==> src/hw/rtl/mvae_pkg.sv <==
// Package for the MIDI voice allocator: request/result structs, codes,
// register reset values and the envelope target function. No dependencies.
package mvae_pkg;

  localparam int VOICES_DEF = 8;
  localparam int MAX_REPORT = 8;
  localparam int RATE_W     = 10;
  localparam int DT_W       = 10;
  localparam int STEP_W     = 20;
  localparam int LEVEL_W    = 11;
  localparam int NOTE_W     = 7;
  localparam int CFG_IDX_W  = 2;

  localparam logic [2:0] KIND_NOTE_ON  = 3'd0;
  localparam logic [2:0] KIND_NOTE_OFF = 3'd1;
  localparam logic [2:0] KIND_CC       = 3'd2;
  localparam logic [2:0] KIND_RESET    = 3'd3;
  localparam logic [2:0] KIND_TICK     = 3'd4;

  localparam logic [6:0] CC_SUSTAIN    = 7'd64;
  localparam logic [6:0] CC_SOUND_OFF  = 7'd120;
  localparam logic [6:0] CC_NOTES_OFF  = 7'd123;
  localparam logic [6:0] PEDAL_THRESH  = 7'd64;

  localparam logic [CFG_IDX_W-1:0] REG_ATTACK      = 2'd0;
  localparam logic [CFG_IDX_W-1:0] REG_RELEASE     = 2'd1;
  localparam logic [CFG_IDX_W-1:0] REG_MAX_ELAPSED = 2'd2;

  localparam logic [RATE_W-1:0] ATTACK_RST      = 10'd12;
  localparam logic [RATE_W-1:0] RELEASE_RST     = 10'd2;
  localparam logic [DT_W-1:0]   MAX_ELAPSED_RST = 10'd100;

  localparam logic [7:0]         NO_NOTE    = 8'd255;
  localparam logic [3:0]         COUNT_SAT  = 4'd15;
  localparam logic [LEVEL_W-1:0] LEVEL_ONE  = 11'd1;
  localparam logic [LEVEL_W-1:0] LEVEL_FULL = 11'd1024;

  typedef struct packed {
    logic [2:0]  kind;
    logic [6:0]  first_data;
    logic [6:0]  second_data;
    logic [15:0] elapsed_ms;
  } in_item_t;

  typedef struct packed {
    logic [2:0]         voice_index;
    logic [6:0]         voice_note;
    logic [LEVEL_W-1:0] voice_level;
    logic               voice_held;
    logic [3:0]         voices_sounding;
    logic [7:0]         lowest_note;
    logic               last;
  } out_item_t;

  typedef enum logic [2:0] {
    ST_IDLE,
    ST_SCAN,
    ST_APPLY,
    ST_MUL,
    ST_UPDATE,
    ST_EMIT
  } state_t;

  typedef struct packed {
    logic en;
    logic sel_rel;
  } mul_ctrl_t;

  // vel*1024/127 = 8*vel + (8*vel)/127, the latter via >>7 and one correction
  function automatic logic [LEVEL_W-1:0] target_level(input logic [6:0] vel);
    logic [9:0] y;
    logic [3:0] q;
    logic [7:0] r;
    y = {vel, 3'b000};
    q = {1'b0, y[9:7]};
    r = {1'b0, y[6:0]} + {4'b0, q};
    if (r >= 8'd127) q = q + 4'd1;
    return {1'b0, y} + {7'b0, q};
  endfunction

endpackage

==> src/hw/rtl/midi_voice_allocator_envelope.sv <==
// Voice allocator: a note-on/off is accepted, scans the voice table and makes one write;
// control change and reset finish on acceptance. A tick is accepted, runs the attack and
// release multiplier phases, updates every voice in turn and then emits one result a cycle
// unless stalled, for up to MAX_REPORT voices. One voice table read port sets this order.
// Synchronous active-low reset clears the voice table and pedal at once and
// loads the register reset values; no clearing pass.
module midi_voice_allocator_envelope #(
  parameter int VOICES = mvae_pkg::VOICES_DEF
) (
  input  logic                              clk,
  input  logic                              rst_n,
  input  logic                              in_valid,
  output logic                              in_stall,
  input  mvae_pkg::in_item_t                in_data,
  output logic                              out_valid,
  input  logic                              out_stall,
  output mvae_pkg::out_item_t               out_data,
  input  logic                              cfg_valid,
  output logic                              cfg_ready,
  input  logic [mvae_pkg::CFG_IDX_W-1:0]    cfg_index,
  input  logic [mvae_pkg::RATE_W-1:0]       cfg_data
);

  localparam int VIDX_W   = (VOICES > 1) ? $clog2(VOICES) : 1;
  localparam int REPORTED = (VOICES < mvae_pkg::MAX_REPORT) ? VOICES : mvae_pkg::MAX_REPORT;
  localparam logic [VIDX_W-1:0] LAST_V = VIDX_W'(VOICES - 1);
  localparam logic [VIDX_W-1:0] LAST_R = VIDX_W'(REPORTED - 1);
  localparam int LW = mvae_pkg::LEVEL_W;

  mvae_pkg::state_t state_r, state_nxt;

  logic [VIDX_W-1:0]  idx_r;
  logic               mul_ph_r;
  logic [2:0]         kind_r;
  logic [6:0]         d1_r;
  logic [6:0]         d2_r;
  logic [mvae_pkg::DT_W-1:0] dt_r;

  logic [6:0]         note_r  [VOICES];
  logic [6:0]         vel_r   [VOICES];
  logic [LW-1:0]      level_r [VOICES];
  logic [VOICES-1:0]  held_r;
  logic [VOICES-1:0]  pend_r;
  logic               pedal_r;

  logic [mvae_pkg::RATE_W-1:0] attack_r;
  logic [mvae_pkg::RATE_W-1:0] release_r;
  logic [mvae_pkg::DT_W-1:0]   max_el_r;

  // scan results
  logic               found_r, sil_r, rel_r;
  logic [VIDX_W-1:0]  found_idx_r, sil_idx_r, rel_idx_r, all_idx_r;
  logic [LW-1:0]      rel_lvl_r, all_lvl_r;

  logic [3:0]         count_r;
  logic [7:0]         lowest_r;

  logic                 out_valid_r;
  mvae_pkg::out_item_t  out_data_r;

  logic                 in_acc;
  logic                 emit_load;
  logic                 is_pedal_up;
  mvae_pkg::mul_ctrl_t  mul_ctrl;
  logic [LW-1:0]        cur_lvl;
  logic [6:0]           cur_note;
  logic [LW-1:0]        lvl_nxt;
  logic [VIDX_W-1:0]    claim_idx;
  logic [mvae_pkg::DT_W-1:0] dt_in;

  assign in_acc    = in_valid && !in_stall;
  assign cfg_ready = 1'b1;
  assign out_valid = out_valid_r;
  assign out_data  = out_data_r;
  assign cur_lvl   = level_r[idx_r];
  assign cur_note  = note_r[idx_r];
  assign dt_in     = (in_data.elapsed_ms > {6'b0, max_el_r}) ? max_el_r
                                                            : in_data.elapsed_ms[9:0];
  assign is_pedal_up = pedal_r && (in_data.second_data < mvae_pkg::PEDAL_THRESH);

  always_comb begin
    if (found_r)    claim_idx = found_idx_r;
    else if (sil_r) claim_idx = sil_idx_r;
    else if (rel_r) claim_idx = rel_idx_r;
    else            claim_idx = all_idx_r;
  end

  mvae_env u_env (
    .clk          (clk),
    .mul_ctrl     (mul_ctrl),
    .dt           (dt_r),
    .attack_rate  (attack_r),
    .release_rate (release_r),
    .level        (cur_lvl),
    .velocity     (vel_r[idx_r]),
    .held         (held_r[idx_r]),
    .level_nxt    (lvl_nxt)
  );

  // next state
  always_comb begin
    state_nxt = state_r;
    unique case (state_r)
      mvae_pkg::ST_IDLE: begin
        if (in_acc) begin
          if (in_data.kind == mvae_pkg::KIND_NOTE_ON ||
              in_data.kind == mvae_pkg::KIND_NOTE_OFF) state_nxt = mvae_pkg::ST_SCAN;
          else if (in_data.kind == mvae_pkg::KIND_TICK) state_nxt = mvae_pkg::ST_MUL;
        end
      end
      mvae_pkg::ST_SCAN:   if (idx_r == LAST_V) state_nxt = mvae_pkg::ST_APPLY;
      mvae_pkg::ST_APPLY:  state_nxt = mvae_pkg::ST_IDLE;
      mvae_pkg::ST_MUL:    if (mul_ph_r) state_nxt = mvae_pkg::ST_UPDATE;
      mvae_pkg::ST_UPDATE: if (idx_r == LAST_V) state_nxt = mvae_pkg::ST_EMIT;
      mvae_pkg::ST_EMIT:   if (emit_load && idx_r == LAST_R) state_nxt = mvae_pkg::ST_IDLE;
      default:             state_nxt = mvae_pkg::ST_IDLE;
    endcase
  end

  // outputs of the sequencer
  always_comb begin
    in_stall         = (state_r != mvae_pkg::ST_IDLE);
    mul_ctrl.en      = (state_r == mvae_pkg::ST_MUL);
    mul_ctrl.sel_rel = mul_ph_r;
    emit_load        = (state_r == mvae_pkg::ST_EMIT) && (!out_valid_r || !out_stall);
  end

  always_ff @(posedge clk) begin
    if (!rst_n) begin
      state_r     <= mvae_pkg::ST_IDLE;
      idx_r       <= '0;
      mul_ph_r    <= 1'b0;
      kind_r      <= '0;
      d1_r        <= '0;
      d2_r        <= '0;
      dt_r        <= '0;
      held_r      <= '0;
      pend_r      <= '0;
      pedal_r     <= 1'b0;
      attack_r    <= mvae_pkg::ATTACK_RST;
      release_r   <= mvae_pkg::RELEASE_RST;
      max_el_r    <= mvae_pkg::MAX_ELAPSED_RST;
      found_r     <= 1'b0;
      sil_r       <= 1'b0;
      rel_r       <= 1'b0;
      found_idx_r <= '0;
      sil_idx_r   <= '0;
      rel_idx_r   <= '0;
      all_idx_r   <= '0;
      rel_lvl_r   <= '0;
      all_lvl_r   <= '0;
      count_r     <= '0;
      lowest_r    <= mvae_pkg::NO_NOTE;
      out_valid_r <= 1'b0;
      out_data_r  <= '0;
      for (int i = 0; i < VOICES; i++) begin
        note_r[i]  <= '0;
        vel_r[i]   <= '0;
        level_r[i] <= '0;
      end
    end else begin
      state_r <= state_nxt;

      if (cfg_valid && cfg_ready) begin
        unique case (cfg_index)
          mvae_pkg::REG_ATTACK:      attack_r  <= cfg_data;
          mvae_pkg::REG_RELEASE:     release_r <= cfg_data;
          mvae_pkg::REG_MAX_ELAPSED: max_el_r  <= cfg_data;
          default: ;
        endcase
      end

      if (emit_load) out_valid_r <= 1'b1;
      else if (!out_stall) out_valid_r <= 1'b0;

      unique case (state_r)
        mvae_pkg::ST_IDLE: begin
          idx_r <= '0;
          if (in_acc) begin
            kind_r   <= in_data.kind;
            d1_r     <= in_data.first_data;
            d2_r     <= in_data.second_data;
            dt_r     <= dt_in;
            found_r  <= 1'b0;
            sil_r    <= 1'b0;
            rel_r    <= 1'b0;
            count_r  <= '0;
            lowest_r <= mvae_pkg::NO_NOTE;
            if (in_data.kind == mvae_pkg::KIND_CC) begin
              if (in_data.first_data == mvae_pkg::CC_SUSTAIN) begin
                if (is_pedal_up) begin
                  held_r <= held_r & ~pend_r;
                  pend_r <= '0;
                end
                pedal_r <= (in_data.second_data >= mvae_pkg::PEDAL_THRESH);
              end else if (in_data.first_data == mvae_pkg::CC_SOUND_OFF ||
                           in_data.first_data == mvae_pkg::CC_NOTES_OFF) begin
                held_r  <= '0;
                pend_r  <= '0;
                pedal_r <= 1'b0;
              end
            end else if (in_data.kind == mvae_pkg::KIND_RESET) begin
              held_r  <= '0;
              pend_r  <= '0;
              pedal_r <= 1'b0;
            end
          end
        end

        mvae_pkg::ST_SCAN: begin
          idx_r <= (idx_r == LAST_V) ? '0 : idx_r + 1'b1;
          if (!found_r && cur_lvl != '0 && cur_note == d1_r) begin
            found_r     <= 1'b1;
            found_idx_r <= idx_r;
          end
          if (!sil_r && cur_lvl == '0) begin
            sil_r     <= 1'b1;
            sil_idx_r <= idx_r;
          end
          // quietest released voice, ties to the lowest index
          if (cur_lvl != '0 && !held_r[idx_r] && (!rel_r || cur_lvl < rel_lvl_r)) begin
            rel_r     <= 1'b1;
            rel_idx_r <= idx_r;
            rel_lvl_r <= cur_lvl;
          end
          if (idx_r == '0 || cur_lvl < all_lvl_r) begin
            all_idx_r <= idx_r;
            all_lvl_r <= cur_lvl;
          end
        end

        mvae_pkg::ST_APPLY: begin
          if (kind_r == mvae_pkg::KIND_NOTE_ON && d2_r != '0) begin
            note_r[claim_idx] <= d1_r;
            vel_r[claim_idx]  <= d2_r;
            pend_r[claim_idx] <= 1'b0;
            held_r[claim_idx] <= 1'b1;
            if (!found_r && sil_r) level_r[claim_idx] <= mvae_pkg::LEVEL_ONE;
          end else if (found_r) begin
            // velocity-zero note-on ignores the pedal
            if (kind_r == mvae_pkg::KIND_NOTE_OFF && pedal_r) pend_r[found_idx_r] <= 1'b1;
            else                                              held_r[found_idx_r] <= 1'b0;
          end
        end

        mvae_pkg::ST_MUL: begin
          mul_ph_r <= !mul_ph_r;
        end

        mvae_pkg::ST_UPDATE: begin
          idx_r          <= (idx_r == LAST_V) ? '0 : idx_r + 1'b1;
          level_r[idx_r] <= lvl_nxt;
          if (lvl_nxt != '0) begin
            if (count_r != mvae_pkg::COUNT_SAT) count_r <= count_r + 4'd1;
            if ({1'b0, cur_note} < lowest_r) lowest_r <= {1'b0, cur_note};
          end
        end

        mvae_pkg::ST_EMIT: begin
          if (emit_load) begin
            idx_r                      <= (idx_r == LAST_R) ? '0 : idx_r + 1'b1;
            out_data_r.voice_index     <= 3'(idx_r);
            out_data_r.voice_note      <= cur_note;
            out_data_r.voice_level     <= cur_lvl;
            out_data_r.voice_held      <= held_r[idx_r];
            out_data_r.voices_sounding <= count_r;
            out_data_r.lowest_note     <= lowest_r;
            out_data_r.last            <= (idx_r == LAST_R);
          end
        end

        default: ;
      endcase
    end
  end

endmodule

==> src/hw/rtl/mvae_env.sv <==
// Envelope unit: shared rate multiplier (attack and release steps in turn)
// and the per-voice level update. Depends on mvae_pkg.
module mvae_env (
  input  logic                          clk,
  input  mvae_pkg::mul_ctrl_t           mul_ctrl,
  input  logic [mvae_pkg::DT_W-1:0]     dt,
  input  logic [mvae_pkg::RATE_W-1:0]   attack_rate,
  input  logic [mvae_pkg::RATE_W-1:0]   release_rate,
  input  logic [mvae_pkg::LEVEL_W-1:0]  level,
  input  logic [6:0]                    velocity,
  input  logic                          held,
  output logic [mvae_pkg::LEVEL_W-1:0]  level_nxt
);

  logic [mvae_pkg::STEP_W-1:0]    prod;
  logic [mvae_pkg::STEP_W-1:0]    step_att_r;
  logic [mvae_pkg::STEP_W-1:0]    step_rel_r;
  logic [mvae_pkg::STEP_W:0]      sum;
  logic [mvae_pkg::LEVEL_W-1:0]   tgt;

  assign prod = dt * (mul_ctrl.sel_rel ? release_rate : attack_rate);

  always_ff @(posedge clk) begin
    if (mul_ctrl.en) begin
      if (mul_ctrl.sel_rel) step_rel_r <= prod;
      else                  step_att_r <= prod;
    end
  end

  assign sum = {10'b0, level} + {1'b0, step_att_r};
  assign tgt = mvae_pkg::target_level(velocity);

  always_comb begin
    if (held) begin
      level_nxt = (sum < {10'b0, tgt}) ? sum[mvae_pkg::LEVEL_W-1:0] : tgt;
    end else if ({9'b0, level} > step_rel_r) begin
      level_nxt = level - step_rel_r[mvae_pkg::LEVEL_W-1:0];
    end else begin
      level_nxt = '0;
    end
  end

endmodule

==> config.mk <==
export PLATFORM = sky130hd
export DESIGN_NAME = midi_voice_allocator_envelope
export DESIGN_NICKNAME = d
export VERILOG_FILES = /design/src/hw/rtl/mvae_pkg.sv /design/src/hw/rtl/midi_voice_allocator_envelope.sv /design/src/hw/rtl/mvae_env.sv
export SDC_FILE = /design/constraint.sdc
export NUM_CORES = 1
export LEC_CHECK = 0
export BUFFER_PORTS_ARGS = -buffer_cell sky130_fd_sc_hd__buf_2
export CAP_MARGIN = 5
export CORE_UTILIZATION = 57
export CTS_BUF_LIST = sky130_fd_sc_hd__clkbuf_16
export DETAILED_ROUTE_END_ITERATION = 7
export GPL_TIMING_DRIVEN = 0
export PLACE_DENSITY = 0.77
export SLEW_MARGIN = 20
export SYNTH_ARGS = -nofsm -noshare
export SYNTH_HDL_FRONTEND = slang
export SYNTH_SLANG_ARGS = --single-unit
==> constraint.sdc <==
create_clock -name clk -period 5.95 [get_ports clk]
set_clock_uncertainty 0.05 [all_clocks]
set_input_delay 0.8925 -clock clk [delete_from_list [all_inputs] [get_ports clk]]
set_output_delay 0.8925 -clock clk [all_outputs]
set_load 0.05 [all_outputs]
## After elaboration in Yosys (flattened, before gate mapping)

Memories as Yosys holds them, arrays and structs flattened. A register that Yosys moved wholly into a read port is not among the register bits.
Cells that the tools add are included.

- Bits in registers: 206
- RAM bits: 200
- Output and inout port bits: 38
- Word-level logic and storage cells: 271
- Memories: 3

- Add/subtract/negate cells: 7
- Multiply operators: 1
- $lt $le $gt $ge: 14
- Equality and inequality tests: 39
- Multiplexer cells: 96
- Bitwise operators: 9
- Reduce and logical (&&, ||, !) cells: 68

Memories:

| name | depth | bits a word | rd ports | clocked after memory_dff | write ports | RTL line | RTL |
|---|---|---|---|---|---|---|---|
| level_r | 8 | 11 | 1 | 1 | 8 | midi_voice_allocator_envelope.sv:41 | `logic [LW-1:0] level_r [VOICES];` |
| note_r | 8 | 7 | 1 | 1 | 8 | midi_voice_allocator_envelope.sv:39 | `logic [6:0] note_r [VOICES];` |
| vel_r | 8 | 7 | 1 | 1 | 8 | midi_voice_allocator_envelope.sv:40 | `logic [6:0] vel_r [VOICES];` |

Operators by type and width:

| kind | number |
|---|---|
| two-way mux 8 bit | 19 |
| two-way mux 3 bit | 22 |
| two-way mux 11 bit | 5 |
| one-hot mux 8 bit (2 select lines) | 3 |
| two-way mux 1 bit | 30 |
| bitwise AND 8 bit | 3 |
| != test 2 bit, second input constant | 12 |
| inverter 8 bit | 3 |
| AND reduction 2 bit | 12 |
| less-than comparator 11 bit | 2 |
| nonzero test 11 bit | 2 |
| OR reduction 11 bit | 2 |
| adder 11 x 20 -> 21 bit | 1 |
| equality test 7 bit, second input constant | 3 |
| less-than comparator 21 x 11 -> 1 bit | 1 |
| > comparator 11 x 20 -> 1 bit | 1 |
| multiplier 10 x 20 -> 20 bit | 1 |
| two-way mux 10 bit | 2 |
| > comparator 16 x 10 -> 1 bit | 1 |
| two-way mux 4 bit | 4 |
| bitwise OR 8 bit | 2 |
| != test 3 bit, second input constant | 5 |
| one-hot mux 3 bit (5 select lines) | 1 |
| logical AND 1 bit | 14 |
| 42 further kinds | 83 |

## Depth between registers and ports, before layout

- Depth after elaboration: 11
- Depth in mapped cells: 30
- Depth with buffers taken out: 25

## Hierarchy

Synthesis repeated with hierarchy kept, for this count alone.

- Cells, all modules: 2252
- Area total of the unflattened synthesis: 23530.1 um^2

By module, submodules not included:

| module | instances | cells each | area each (um^2) |
|---|---|---|---|
| midi_voice_allocator_envelope | 1 | 1525 | 16848.7 |
| mvae_env | 1 | 727 | 6681.4 |

## Least setup slack after synthesis

Ideal clock, no wire load.

- Path kind: reg-to-reg
- Start: register with a tool-made name
- End: register count_r[2]
- Data arrival time: 6.290 ns
- Required time: 5.783 ns
- Slack: -0.507 ns
- Stages on the path, launching flop included: 27
- Path buffers: 6
- Cells stage by stage: dfxtp_1 -> buf_6 -> buf_12 -> buf_2 -> buf_2 -> mux4_2 -> mux2i_1 -> inv_1 -> fa_1 -> a21o_1 -> a221oi_1 -> xnor2_1 -> ha_1 -> a211o_1 -> o211ai_1 -> a21oi_1 -> nor4_1 -> o2111a_1 -> and4_4 -> buf_6 -> nand2_4 -> a221o_1 -> a2111oi_2 -> and4_1 -> buf_4 -> o21ai_2 -> a32o_1

RTL lines:

| what | RTL line | RTL |
|---|---|---|
| to (signal assigned) | midi_voice_allocator_envelope.sv:254 | `if (count_r != mvae_pkg::COUNT_SAT) count_r <= count_r + 4'd1;` |
| to (decl) | midi_voice_allocator_envelope.sv:55 | `logic [3:0] count_r;` |

==> flow_summary.json <==
{
  "netlist_top_cells_count": "nand2_1, nor2_1, edfxtp_1",
  "cts.clk_slew.worst_paths_ns": 0.06,
  "area_growth_pct": 15.4,
  "synth_seq_cells": 409,
  "start_kind": "flop",
  "post_drt_via_cell_ratio": 6.08,
  "crit_slowest_cell": "mux4_2",
  "gp_congestion": 0.947,
  "fin_nets": 2715,
  "path_class": "flop to flop",
  "dr.pass1.iters": 8,
  "worst_ir_drop_vdd_mv": 0.296,
  "fin_crit_ns": 6.10,
  "diodes": 0,
  "cts-root-buf": "clkbuf_16",
  "seq_area_um2": 10600,
  "grt_usage_pct": 31.7,
  "path_buf_inv": 5,
  "p_leak_uw": 0.0108,
  "drive_gt1_share_pct": 15.4,
  "htree_num_levels": 2,
  "netlist_area_um2": 23400,
  "fp.dieW_um": 205,
  "drv_slew": 0,
  "grt_max_degree": 22,
  "yosysTopAreaCell": "edfxtp_1",
  "rows": 73,
  "yosys-top-cells-area": "edfxtp_1, dfxtp_1, ha_1",
  "gr-total-overflow": 0,
  "rsz0062_at_grt": "yes",
  "async_flop_share_pct": 0,
  "hold_viol_final": 0,
  "status": "complete, but fails checks",
  "hp-class": "flop to flop",
  "ys_types": 88,
  "syn_nets": 2536,
  "synth_top_area_share_pct": 30.8,
  "cts_tree": "done",
  "wl_um": 66100,
  "cp.depth": 24,
  "ys_seq_area_share_pct": 45.2,
  "clockBufferDepth": 3,
  "ys.flop_type": "edfxtp_1",
  "power_density_nw_per_um2": 324,
  "cp_common_cell": "buf_12",
  "worstPathRequired_ns": 6.33,
  "ant_nets": 0,
  "worstSkewPairLatency_ns": 0.59,
  "setup_violations": 12,
  "tns_ns": -0.979,
  "clock.fmax_ghz": 0.164,
  "synth_edf_count": 240,
  "core-area_um2": 40100,
  "initial_core_util_pct": 58.4,
  "drv_cap": 0,
  "path_cells": "buf_12, buf_12, mux4_2, mux2i_4, inv_4, fa_2, a21o_1, a221oi_4, xnor2_2, ha_1, a211o_1, o211ai_1, a21oi_1, nor4_1, o2111a_1, buf_6, nand4_2, nor4b_1, a221o_1, nor4_4, and4_4, buf_12, nor3_1, o21ai_1",
  "violations": "setup timing",
  "power.total_uw": 8770,
  "ff2ff_setup_slack_ns": -0.15,
  "ys_warn_count": 0,
  "die_area_um2": 41900,
  "port_buffers": 86,
  "num_io_pins": 88,
  "dp_hpwl_um": 47400,
  "drc": 0,
  "relSlewSlack_pct": 32.9,
  "fin_ws_ns": -0.151,
  "r2r_cells": 24,
  "grt_pass1_vias": 17948,
  "synth.most_common_cell": "nand2_1",
  "crit_fanout": 7,
  "drt-initial-drc-count": 1902,
  "n_fill_cell": 2959,
  "die_y_um": 205,
  "multi_input_comb_area_um2": 12300,
  "cp.arrival_ns": 6.48,
  "endpoint": "lowest_r[2]",
  "cts_buffers": 43,
  "antenna_found_initial": 0,
  "timing.rr.end": "lowest_r[2]",
  "end_kind": "flop",
  "detail_route.wl_per_cell_um": 21.8,
  "synth_cells": 2292,
  "min_period_over_period_pct": 103,
  "cts.sinks": 409,
  "vias": 18434,
  "syn_avg_cell_area_um2": 10.2,
  "grt_pass1_wl_um": 100000,
  "tightest_slew_ns": 1.01,
  "max_stage_delay_ns": 0.54,
  "cp_top_family": "compound AO/OA/AOI/OAI gates"
}
==> placed cells by master, fill, tap and decap left out, types with 15 or more instances in the layout <==
master     instances
a211oi_1          44
a21o_1            21
a21oi_1          127
a21oi_2           15
and2_1           155
buf_2             90
buf_4             41
clkbuf_1          87
clkbuf_16         44
dfxtp_1          166
edfxtp_1         240
fa_1              63
ha_1             121
inv_1            155
mux2i_1           44
mux4_2            49
nand2_1          268
nand2b_1          22
nand3_1           25
nand4_1           18
nor2_1           247
nor2b_1           28
nor3_1            32
o21ai_0           57
o21ai_1           15
xnor2_1           33
==> logic make-up after synthesis <==
family	count (synthesis)	share of synthesized area, %
buffers and inverters	274	4.63
other	1	0.0160
muxes	115	7.86
DFF	409	45.2
adders and majority gates	194	12.4
and+or+nand+nor	865	17.5
AOI/OAI and AO/OA	386	10.6
xor gates and xnor gates	48	1.79
==> timing repair <==
| action | 4_1_cts | 5_1_grt |
|---|---|---|
| setup buffers | 30 | 13 |
| gates resized for setup | 107 | 38 |
| setup endpoints to repair | 116 | 81 |
| gates cloned | 3 | 0 |
| hold buffers | 0 | 0 |
| pin swaps | 26 | 9 |
==> worst min-delay path by stage <==
stage / startpoint / endpoint / slack [ns] / depth (start not counted)
final: out_data[3] / out_data[3] / 0.41 / 2
after global routing: out_data[12] / out_data[12] / 0.43 / 2
after CTS: out_data[3] / out_data[3] / 0.41 / 2
after detailed placement: out_data[2] / out_data[2] / 0.40 / 2
after global placement: release_r[4] / release_r[4] / 0.39 / 2
after floorplan: release_r[2] / release_r[2] / 0.38 / 2
==> where the power goes <==
part           total (µW)  internal, µW  switching (µW)
sequential           3330          3220             115
combinational        2790          1100            1690
clock                2650          1470            1180
==> layer usage <==
metal	up-vias	track usage, %	part of all wire (%)
met5	-	0	0
met4	0	11.5	3.3
met3	149	5.04	9.3
met2	958	51.9	47
met1	8939	42.5	40
li1	8388	-	-
==> state kept, by name, summed over array words and instances (netlist names), 7 cells and up, named ones only <==
name,flops
dt_r,10
out_data,35
held_r,8
lowest_r,8
all_lvl_r,11
d1_r,7
pend_r,8
max_el_r,10
u_env.step_att_r,20
rel_lvl_r,11
note_r,56
level_r,88
release_r,10
d2_r,7
attack_r,10
u_env.step_rel_r,20
vel_r,56
==> worst reg2reg max path: cells and delay by family, from the launching register on <==
| kind | cells | cell delay (ns) |
|---|---|---|
| XOR/XNOR | 1 | 0.15 |
| AO/OA/AOI/OAI | 8 | 1.81 |
| flip-flops | 1 | 0.41 |
| buffers and inverters | 5 | 0.65 |
| multiplexers | 2 | 0.82 |
| AND/OR/NAND/NOR | 6 | 1.32 |
| adder cells (fa/ha/maj) | 2 | 0.74 |
==> final cells by class <==
type                    count  share of cell area [%]
clock buffers              43                    3.98
well taps                 525                    2.43
plain buffers             113                    2.17
inverters                 156                    2.18
flip-flops and latches    409                    39.2
multi-input cells        1610                    45.5
clock inverters            37                    1.14
repair buffers            138                    3.42
==> per-stage QoR <==
stage	utilization [%]	instances	cell area, µm²	hold WS [ns]	worst slack, ns
after floorplan	-	2292	23500	0.383	0.00826
after global placement	61.3	2903	24600	0.390	-1.86
after detailed placement	61.6	2911	24700	0.396	-1.94
after CTS	66.9	3021	26800	0.407	-0.0873
after global routing	67.4	3031	27000	0.426	-0.361
final	67.4	3031	27000	0.408	-0.151
(Power assumes the default switching activity.)
